===== config.mk =====
export PLATFORM = sky130hd
export DESIGN_NAME = sha256_hash_core
export DESIGN_NICKNAME = d
export VERILOG_FILES = /design/src/hw/rtl/sha256_pkg.sv /design/src/hw/rtl/sha256_front.sv /design/src/hw/rtl/sha256_queue.sv /design/src/hw/rtl/sha256_engine.sv /design/src/hw/rtl/sha256_hash_core.sv
export SDC_FILE = /design/constraint.sdc
export NUM_CORES = 2
export LEC_CHECK = 0
export BUFFER_PORTS_ARGS = -buffer_cell sky130_fd_sc_hd__buf_2
export CELL_PAD_IN_SITES_DETAIL_PLACEMENT = 0
export CELL_PAD_IN_SITES_GLOBAL_PLACEMENT = 2
export CORE_UTILIZATION = 25
export CTS_BUF_LIST = sky130_fd_sc_hd__clkbuf_8
export CTS_CLUSTER_SIZE = 24
export DETAILED_ROUTE_END_ITERATION = 6
export MAX_ROUTING_LAYER = met4
export PLACE_DENSITY = 0.54
export SETUP_SLACK_MARGIN = 0.15
export SYNTH_ARGS = -nofsm -noshare
export SYNTH_HDL_FRONTEND = slang
export SYNTH_HIERARCHICAL = 1
export SYNTH_SLANG_ARGS = --single-unit

===== constraint.sdc =====
create_clock -name aclk -period 39.2 [get_ports aclk]
set_input_delay 0 -clock aclk [delete_from_list [all_inputs] [get_ports aclk]]
set_output_delay 0 -clock aclk [all_outputs]
set_load 0.01 [all_outputs]

===== src/hw/rtl/sha256_pkg.sv =====
// shared types, constants and round functions for the sha-256 hash core
// depends on nothing; used by every module of the core
`timescale 1ns / 1ps
package sha256_pkg;

    localparam int QUEUE_DEPTH = 4;
    localparam logic [7:0] PAD_BYTE = 8'h80;
    localparam logic [3:0] LEN_WORD = 4'd14;

    typedef struct packed {
        logic        msg_end;
        logic        blk_end;
        logic [31:0] word;
    } qword_t;

    typedef enum logic [2:0] {F_ACC, F_FIRST, F_ZERO, F_LHI, F_LLO} fstate_t;
    typedef enum logic [1:0] {B_IDLE, B_RND, B_ADD, B_OUT} bstate_t;

    localparam logic [31:0] INIT_H [8] = '{
        32'h6a09e667, 32'hbb67ae85, 32'h3c6ef372, 32'ha54ff53a,
        32'h510e527f, 32'h9b05688c, 32'h1f83d9ab, 32'h5be0cd19};

    localparam logic [31:0] ROUND_K [64] = '{
        32'h428a2f98, 32'h71374491, 32'hb5c0fbcf, 32'he9b5dba5,
        32'h3956c25b, 32'h59f111f1, 32'h923f82a4, 32'hab1c5ed5,
        32'hd807aa98, 32'h12835b01, 32'h243185be, 32'h550c7dc3,
        32'h72be5d74, 32'h80deb1fe, 32'h9bdc06a7, 32'hc19bf174,
        32'he49b69c1, 32'hefbe4786, 32'h0fc19dc6, 32'h240ca1cc,
        32'h2de92c6f, 32'h4a7484aa, 32'h5cb0a9dc, 32'h76f988da,
        32'h983e5152, 32'ha831c66d, 32'hb00327c8, 32'hbf597fc7,
        32'hc6e00bf3, 32'hd5a79147, 32'h06ca6351, 32'h14292967,
        32'h27b70a85, 32'h2e1b2138, 32'h4d2c6dfc, 32'h53380d13,
        32'h650a7354, 32'h766a0abb, 32'h81c2c92e, 32'h92722c85,
        32'ha2bfe8a1, 32'ha81a664b, 32'hc24b8b70, 32'hc76c51a3,
        32'hd192e819, 32'hd6990624, 32'hf40e3585, 32'h106aa070,
        32'h19a4c116, 32'h1e376c08, 32'h2748774c, 32'h34b0bcb5,
        32'h391c0cb3, 32'h4ed8aa4a, 32'h5b9cca4f, 32'h682e6ff3,
        32'h748f82ee, 32'h78a5636f, 32'h84c87814, 32'h8cc70208,
        32'h90befffa, 32'ha4506ceb, 32'hbef9a3f7, 32'hc67178f2};

    function automatic logic [31:0] rotr(input logic [31:0] v, input int n);
        rotr = (v >> n) | (v << (32 - n));
    endfunction

    function automatic logic [31:0] big_s0(input logic [31:0] v);
        big_s0 = rotr(v, 2) ^ rotr(v, 13) ^ rotr(v, 22);
    endfunction

    function automatic logic [31:0] big_s1(input logic [31:0] v);
        big_s1 = rotr(v, 6) ^ rotr(v, 11) ^ rotr(v, 25);
    endfunction

    function automatic logic [31:0] sm_s0(input logic [31:0] v);
        sm_s0 = rotr(v, 7) ^ rotr(v, 18) ^ (v >> 3);
    endfunction

    function automatic logic [31:0] sm_s1(input logic [31:0] v);
        sm_s1 = rotr(v, 17) ^ rotr(v, 19) ^ (v >> 10);
    endfunction

endpackage


===== src/hw/rtl/sha256_front.sv =====
// front end: takes message bytes, packs big-endian words, appends padding and length
// depends on sha256_pkg
`timescale 1ns / 1ps
module sha256_front (
    input  logic                aclk,
    input  logic                aresetn,
    input  logic                s_tvalid,
    output logic                s_tready,
    input  logic [7:0]          s_tdata,
    input  logic                s_tuser,
    input  logic                s_tlast,
    output logic                push,
    output sha256_pkg::qword_t  push_data,
    input  logic                full
);
    import sha256_pkg::*;

    fstate_t     state_reg, state_next;
    logic [60:0] cnt_reg, cnt_next;
    logic [31:0] wacc_reg, wacc_next;
    logic [3:0]  pi_reg, pi_next;
    logic [31:0] pad_word;

    always_comb begin
        case (cnt_reg[1:0])
            2'd0:    pad_word = {PAD_BYTE, 24'h0};
            2'd1:    pad_word = {wacc_reg[7:0], PAD_BYTE, 16'h0};
            2'd2:    pad_word = {wacc_reg[15:0], PAD_BYTE, 8'h0};
            default: pad_word = {wacc_reg[23:0], PAD_BYTE};
        endcase
    end

    assign s_tready = (state_reg == F_ACC) && !full;

    always_comb begin
        state_next = state_reg;
        cnt_next   = cnt_reg;
        wacc_next  = wacc_reg;
        pi_next    = pi_reg;
        push       = 1'b0;
        push_data  = '{msg_end: 1'b0, blk_end: 1'b0, word: 32'h0};
        unique case (state_reg)
            F_ACC: begin
                if (s_tvalid && s_tready) begin
                    if (s_tuser) begin
                        wacc_next = {wacc_reg[23:0], s_tdata};
                        cnt_next  = cnt_reg + 61'd1;
                        if (cnt_reg[1:0] == 2'd3) begin
                            push              = 1'b1;
                            push_data.word    = {wacc_reg[23:0], s_tdata};
                            push_data.blk_end = (cnt_reg[5:0] == 6'd63);
                        end
                    end
                    if (s_tlast) begin
                        state_next = F_FIRST;
                    end
                end
            end
            F_FIRST: begin
                if (!full) begin
                    push              = 1'b1;
                    push_data.word    = pad_word;
                    push_data.blk_end = (cnt_reg[5:2] == 4'd15);
                    pi_next           = cnt_reg[5:2] + 4'd1;
                    state_next        = F_ZERO;
                end
            end
            F_ZERO: begin
                if (pi_reg == LEN_WORD) begin
                    state_next = F_LHI;
                end else if (!full) begin
                    push              = 1'b1;
                    push_data.blk_end = (pi_reg == 4'd15);
                    pi_next           = pi_reg + 4'd1;
                end
            end
            F_LHI: begin
                if (!full) begin
                    push           = 1'b1;
                    push_data.word = cnt_reg[60:29];
                    state_next     = F_LLO;
                end
            end
            F_LLO: begin
                if (!full) begin
                    push              = 1'b1;
                    push_data.word    = {cnt_reg[28:0], 3'b000};
                    push_data.blk_end = 1'b1;
                    push_data.msg_end = 1'b1;
                    cnt_next          = '0;
                    state_next        = F_ACC;
                end
            end
            default: state_next = F_ACC;
        endcase
    end

    always_ff @(posedge aclk) begin
        if (!aresetn) begin
            state_reg <= F_ACC;
            cnt_reg   <= '0;
        end else begin
            state_reg <= state_next;
            cnt_reg   <= cnt_next;
        end
        wacc_reg <= wacc_next;
        pi_reg   <= pi_next;
    end

endmodule


===== src/hw/rtl/sha256_queue.sv =====
// short word queue between the front end and the compression engine
// depends on sha256_pkg
`timescale 1ns / 1ps
module sha256_queue #(
    parameter int DEPTH = sha256_pkg::QUEUE_DEPTH
) (
    input  logic                aclk,
    input  logic                aresetn,
    input  logic                push,
    input  sha256_pkg::qword_t  push_data,
    output logic                full,
    input  logic                pop,
    output sha256_pkg::qword_t  pop_data,
    output logic                empty
);
    import sha256_pkg::*;

    localparam int AW = (DEPTH > 1) ? $clog2(DEPTH) : 1;
    localparam int CW = $clog2(DEPTH + 1);

    qword_t         mem [DEPTH];
    logic [AW-1:0]  wr_reg, rd_reg;
    logic [CW-1:0]  cnt_reg;

    assign full     = (cnt_reg == CW'(DEPTH));
    assign empty    = (cnt_reg == '0);
    assign pop_data = mem[rd_reg];

    always_ff @(posedge aclk) begin
        if (push) begin
            mem[wr_reg] <= push_data;
        end
    end

    always_ff @(posedge aclk) begin
        if (!aresetn) begin
            wr_reg  <= '0;
            rd_reg  <= '0;
            cnt_reg <= '0;
        end else begin
            if (push) begin
                wr_reg <= (wr_reg == AW'(DEPTH - 1)) ? '0 : wr_reg + AW'(1);
            end
            if (pop) begin
                rd_reg <= (rd_reg == AW'(DEPTH - 1)) ? '0 : rd_reg + AW'(1);
            end
            cnt_reg <= cnt_reg + CW'(push) - CW'(pop);
        end
    end

endmodule


===== src/hw/rtl/sha256_engine.sv =====
// back end: 64-round compression, chaining words and digest output register
// depends on sha256_pkg
`timescale 1ns / 1ps
module sha256_engine (
    input  logic                aclk,
    input  logic                aresetn,
    input  logic                empty,
    input  sha256_pkg::qword_t  pop_data,
    output logic                pop,
    output logic                m_tvalid,
    input  logic                m_tready,
    output logic [39:0]         m_tdata,
    output logic                m_tlast
);
    import sha256_pkg::*;

    bstate_t     state_reg, state_next;
    logic [5:0]  rnd_reg;
    logic [2:0]  idx_reg;
    logic        msg_reg;
    logic [31:0] h_reg [8];
    logic [31:0] v_reg [8];
    logic [31:0] w_reg [16];
    logic [31:0] wnew, t1, t2;
    logic        step;

    assign wnew = (rnd_reg < 6'd16) ? pop_data.word
                : sm_s1(w_reg[14]) + w_reg[9] + sm_s0(w_reg[1]) + w_reg[0];
    assign t1   = v_reg[7] + big_s1(v_reg[4])
                + ((v_reg[4] & v_reg[5]) ^ (~v_reg[4] & v_reg[6]))
                + ROUND_K[rnd_reg] + wnew;
    assign t2   = big_s0(v_reg[0])
                + ((v_reg[0] & v_reg[1]) ^ (v_reg[0] & v_reg[2]) ^ (v_reg[1] & v_reg[2]));

    assign step = (state_reg == B_RND) && ((rnd_reg >= 6'd16) || !empty);
    assign pop  = step && (rnd_reg < 6'd16);

    assign m_tvalid = (state_reg == B_OUT);
    assign m_tdata  = {5'b0, idx_reg, h_reg[idx_reg]};
    assign m_tlast  = (idx_reg == 3'd7);

    always_comb begin
        state_next = state_reg;
        unique case (state_reg)
            B_IDLE: if (!empty) state_next = B_RND;
            B_RND:  if (step && rnd_reg == 6'd63) state_next = B_ADD;
            B_ADD:  state_next = msg_reg ? B_OUT : B_IDLE;
            B_OUT:  if (m_tready && idx_reg == 3'd7) state_next = B_IDLE;
            default: state_next = B_IDLE;
        endcase
    end

    always_ff @(posedge aclk) begin
        if (!aresetn) begin
            state_reg <= B_IDLE;
            rnd_reg   <= '0;
            idx_reg   <= '0;
            msg_reg   <= 1'b0;
            h_reg     <= INIT_H;
        end else begin
            state_reg <= state_next;
            if (state_reg == B_IDLE) begin
                rnd_reg <= '0;
                idx_reg <= '0;
            end
            if (step) begin
                rnd_reg <= rnd_reg + 6'd1;
                if (rnd_reg == 6'd15) begin
                    msg_reg <= pop_data.msg_end;
                end
            end
            if (state_reg == B_ADD) begin
                for (int i = 0; i < 8; i++) begin
                    h_reg[i] <= h_reg[i] + v_reg[i];
                end
            end
            if (m_tvalid && m_tready) begin
                idx_reg <= idx_reg + 3'd1;
                if (idx_reg == 3'd7) begin
                    h_reg <= INIT_H;
                end
            end
        end
    end

    always_ff @(posedge aclk) begin
        if (state_reg == B_IDLE) begin
            v_reg <= h_reg;
        end else if (step) begin
            v_reg[7] <= v_reg[6];
            v_reg[6] <= v_reg[5];
            v_reg[5] <= v_reg[4];
            v_reg[4] <= v_reg[3] + t1;
            v_reg[3] <= v_reg[2];
            v_reg[2] <= v_reg[1];
            v_reg[1] <= v_reg[0];
            v_reg[0] <= t1 + t2;
            for (int i = 0; i < 15; i++) begin
                w_reg[i] <= w_reg[i + 1];
            end
            w_reg[15] <= wnew;
        end
    end

    a_pop_early: assert property (@(posedge aclk) disable iff (!aresetn)
        pop |-> (state_reg == B_RND) && (rnd_reg < 6'd16))
        else $error("queue popped outside the load rounds");
    a_out_after_add: assert property (@(posedge aclk) disable iff (!aresetn)
        $rose(m_tvalid) |-> $past(state_reg == B_ADD) && idx_reg == 3'd0)
        else $error("digest shown without a finished block");
    a_hold: assert property (@(posedge aclk) disable iff (!aresetn)
        (m_tvalid && !m_tready) |=> m_tvalid && $stable(idx_reg))
        else $error("digest word dropped while stalled");

endmodule


===== src/hw/rtl/sha256_hash_core.sv =====
// top level of the sha-256 hash core: front end, word queue and compression engine
// depends on sha256_pkg, sha256_front, sha256_queue, sha256_engine
//
//  channel | dir | tdata (low bit up)                    | tuser      | tlast
//  s_      | in  | data_byte[7:0]                        | byte_valid | end_of_message
//  m_      | out | digest_word[31:0], word_index[34:32]  | -          | last_word
//
// one byte request per cycle while the front end is not padding a message tail and the queue has room
// each block takes one load of the working words, 64 rounds and one chaining add
// rounds 0 to 15 also wait whenever the queue is empty
// the message tail adds up to 18 padding words, then eight digest requests
// m_ stalls hold the digest; s_ keeps filling the queue until it is full
// aresetn is synchronous and clears counters, states and chaining words
`timescale 1ns / 1ps
module sha256_hash_core #(
    parameter int QUEUE_DEPTH = sha256_pkg::QUEUE_DEPTH
) (
    input  logic        aclk,
    input  logic        aresetn,
    input  logic        s_tvalid,
    output logic        s_tready,
    input  logic [7:0]  s_tdata,   // data_byte
    input  logic        s_tuser,   // byte_valid
    input  logic        s_tlast,
    output logic        m_tvalid,
    input  logic        m_tready,
    output logic [39:0] m_tdata,   // digest_word, word_index, zero fill
    output logic        m_tlast
);
    import sha256_pkg::*;

    // words flowing from the padder to the round unit
    logic   push, full, pop, empty;
    qword_t push_data, pop_data;

    sha256_front u_front (
        .aclk, .aresetn, .s_tvalid, .s_tready, .s_tdata, .s_tuser, .s_tlast,
        .push, .push_data, .full
    );

    sha256_queue #(.DEPTH(QUEUE_DEPTH)) u_queue (
        .aclk, .aresetn, .push, .push_data, .full, .pop, .pop_data, .empty
    );

    sha256_engine u_engine (
        .aclk, .aresetn, .empty, .pop_data, .pop,
        .m_tvalid, .m_tready, .m_tdata, .m_tlast
    );

endmodule


==> impl_metrics.xml <==
<?xml version="1.0" encoding="UTF-8"?>
<metrics>
  <group name="run_status">
    <metric name="run_status" unit="">completed</metric>
  </group>
  <group name="clocking">
    <metric name="cts_sink_cnt" unit="">1269</metric>
    <metric name="cts-buffers-inserted" unit="">248</metric>
    <metric name="clk_path_buf_depth" unit="">4</metric>
    <metric name="clk_root_buffer_cell" unit="">sky130_fd_sc_hd__clkbuf_8</metric>
    <metric name="cts_max_level" unit="">4</metric>
    <metric name="tritoncts" unit="">built</metric>
    <metric name="worst_skew_pair.late_latency" unit="ps">1050</metric>
    <metric name="clk_pin_slew" unit="ps">60</metric>
  </group>
  <group name="grt">
    <metric name="antenna_violations_before_repair" unit="">11</metric>
    <metric name="grt.busiest_layer" unit="">met2</metric>
    <metric name="grt_use_met2" unit="">0.284</metric>
    <metric name="grt_start_max_net_pins" unit="">179</metric>
    <metric name="gr-total-overflow" unit="">0</metric>
    <metric name="grt_pass1_vias" unit="">55473</metric>
    <metric name="global_route.usage.total" unit="">0.191</metric>
    <metric name="grtUsageMet1" unit="">0.277</metric>
    <metric name="grt_pass1_wl" unit="um">418000</metric>
    <metric name="grt_util_met3" unit="">0.0192</metric>
  </group>
  <group name="sta">
    <metric name="final_number_of_hold_violating_endpoints" unit="">0</metric>
    <metric name="timing.final.max_slew_violations" unit="">0</metric>
    <metric name="worst_pin_slew" unit="ps">1240</metric>
    <metric name="setup_violating_endpoint_count_in_the_final_report" unit="">0</metric>
    <metric name="fin_hold_ws" unit="ps">156</metric>
    <metric name="tns" unit="ps">0</metric>
    <metric name="post_route_fraction_of_the_period_consumed_by_the_critical_path" unit="">0.291</metric>
    <metric name="minimum_clock_period_after_layout" unit="ps">11410</metric>
    <metric name="clock_skew" unit="ps">116</metric>
    <metric name="slew-limit-headroom" unit="">0.170</metric>
    <metric name="unrepaired_setup_endpoints_after_global_routing" unit="">false</metric>
    <metric name="timing.fmax" unit="MHz">87.6</metric>
  </group>
  <group name="floorplanning">
    <metric name="floorplan.core_area" unit="sq mm">0.301</metric>
    <metric name="design.die.area" unit="sq mm">0.306</metric>
    <metric name="top_level_ports" unit="">57</metric>
    <metric name="initial_core_util" unit="">0.252</metric>
    <metric name="die_height" unit="um">553</metric>
    <metric name="rows" unit="">201</metric>
    <metric name="die_w" unit="um">553</metric>
  </group>
  <group name="cells_and_area">
    <metric name="filler_cell_count_in_the_final_layout" unit="">31569</metric>
    <metric name="areaGrowthSynthToFinish" unit="%">13.0</metric>
    <metric name="final_nets" unit="">8110</metric>
    <metric name="largest_register_ff_count" unit="">512</metric>
    <metric name="share_of_layout_cells_above_drive_strength_1" unit="">0.0874</metric>
    <metric name="final_cell_area" unit="sq mm">0.0857</metric>
  </group>
  <group name="worst_setup_path">
    <metric name="arrival" unit="ps">12130</metric>
    <metric name="kind_of_launch_point_of_the_worst_setup_path" unit="">flop</metric>
    <metric name="rr_worst_depth" unit="">45</metric>
    <metric name="crit_path_max_incr_delay" unit="ps">830</metric>
    <metric name="end_kind" unit="">flop</metric>
    <metric name="critPathMostFrequentCell" unit="">sky130_fd_sc_hd__inv_1</metric>
    <metric name="critical_path_peak_fanout" unit="">5</metric>
    <metric name="criticalPathCategory" unit="">reg2reg</metric>
    <metric name="crit_required" unit="ps">39920</metric>
    <metric name="critPathSlowestCell" unit="">sky130_fd_sc_hd__a2111oi_0</metric>
  </group>
  <group name="detailed_routing">
    <metric name="drt_wl_total" unit="um">291000</metric>
    <metric name="drt-initial-drc-count" unit="">4276</metric>
    <metric name="drt.antenna.violating_nets" unit="">0</metric>
    <metric name="drtPass1Iterations" unit="">6</metric>
    <metric name="detail_route.wl_per_cell" unit="um">25.0</metric>
    <metric name="route.vias.total" unit="">56405</metric>
    <metric name="post_drt_via_cell_ratio" unit="">4.84</metric>
    <metric name="drc_errors" unit="">0</metric>
  </group>
  <group name="placement">
    <metric name="detailed_place_hpwl" unit="um">217000</metric>
    <metric name="numPortBuffers" unit="">51</metric>
    <metric name="post_dp_cell_area" unit="sq mm">0.0806</metric>
    <metric name="place.gp.congestion" unit="">0.877</metric>
  </group>
  <group name="flow_run">
    <metric name="max_cap_violation_count" unit="">0</metric>
  </group>
  <group name="synthesis">
    <metric name="ys_warn_count" unit="">6</metric>
    <metric name="postSynthAreaPerCell" unit="sq um">10.3</metric>
    <metric name="post_synth_inst_count" unit="">7389</metric>
    <metric name="syn_area" unit="sq mm">0.0759</metric>
  </group>
  <group name="hold_path">
    <metric name="whs_path_depth" unit="">3</metric>
    <metric name="tightest_hold_check_type" unit="">in2reg</metric>
  </group>
</metrics>
critical path, delay by kind of cell, from the launching register on:
kind | cells | cell delay, ps
XOR/XNOR | 4 | 950
buffers and inverters | 8 | 620
flip-flops | 1 | 480
multiplexers | 1 | 140
AO/OA/AOI/OAI | 17 | 4030
AND/OR/NAND/NOR | 5 | 980
adder cells (fa/ha/maj) | 10 | 3920
cell usage in the layout (no fill, tap or decap), types with 42 or more instances in the layout:
cell type,instances
sky130_fd_sc_hd__nand3_1,107
sky130_fd_sc_hd__xor2_1,201
sky130_fd_sc_hd__clkbuf_8,270
sky130_fd_sc_hd__dfxtp_1,333
sky130_fd_sc_hd__nand2b_1,62
sky130_fd_sc_hd__a21oi_1,510
sky130_fd_sc_hd__nand2_1,1234
sky130_fd_sc_hd__clkinv_1,42
sky130_fd_sc_hd__buf_2,51
sky130_fd_sc_hd__o31ai_1,42
sky130_fd_sc_hd__or3_1,55
sky130_fd_sc_hd__buf_4,91
sky130_fd_sc_hd__a31oi_1,44
sky130_fd_sc_hd__a21o_1,194
sky130_fd_sc_hd__xnor2_1,381
sky130_fd_sc_hd__nor2_1,393
sky130_fd_sc_hd__o21ai_0,290
sky130_fd_sc_hd__inv_1,587
sky130_fd_sc_hd__fa_1,198
sky130_fd_sc_hd__o211ai_1,113
sky130_fd_sc_hd__nor3_1,82
sky130_fd_sc_hd__mux4_2,96
sky130_fd_sc_hd__edfxtp_1,928
sky130_fd_sc_hd__o21a_1,69
sky130_fd_sc_hd__o21ai_1,88
sky130_fd_sc_hd__nor2b_1,50
sky130_fd_sc_hd__ha_1,422
sky130_fd_sc_hd__a211oi_1,65
sky130_fd_sc_hd__o21bai_1,47
worst paths after layout:
kind,slack [ps],to,start
worst min register to register,380,u_engine/w_reg[1][218],u_engine/w_reg[1][250]
worst max register to register,27790,u_engine/v_reg[253],u_engine/w_reg[0][51]
worst max-delay path,27790,u_engine/v_reg[253],u_engine/w_reg[0][51]
worst min-delay path,160,u_queue/mem[3][7],s_tdata[7]
metal layers:
| metal | vias up | share of wire |
|---|---|---|
| li1 | 26485 | - |
| met1 | 28320 | 0.50 |
| met2 | 1233 | 0.44 |
| met3 | 367 | 0.035 |
| met4 | 0 | 0.024 |
| met5 | - | 0 |
timing repair:
item                                   4_1_cts  5_1_grt
endpoints found under the hold margin      168        0
hold buffers                                25        0
buffers inserted                             0        0
gates resized for setup                      0        0
stage by stage:
step / setup slack, ps / cells / util
3_5_place_dp: 27750 / 11159 / 0.268
5_1_grt: 27090 / 11643 / 0.285
3_3_place_gp: 27700 / 11159 / 0.268
2_1_floorplan: 21070 / 7393 / -
4_1_cts: 27650 / 11638 / 0.285
6_report: 27790 / 11643 / 0.285
area by class of cell:
| type | count | area (sq um) | area share |
|---|---|---|---|
| Antenna cell | 5 | 12.5 | 0.000146 |
| Clock buffer | 270 | 3720 | 0.0433 |
| Clock inverter | 184 | 1170 | 0.0137 |
| Inverter | 505 | 1910 | 0.0223 |
| Multi-Input combinational cell | 5282 | 38000 | 0.443 |
| Sequential cell | 1269 | 34700 | 0.405 |
| Tap cell | 3958 | 4950 | 0.0578 |
| Timing Repair Buffer | 170 | 1250 | 0.0146 |
Power is left out: the tool's default activity adds up to more than one toggle a clock period on the data nets, which glitch-free logic cannot reach.
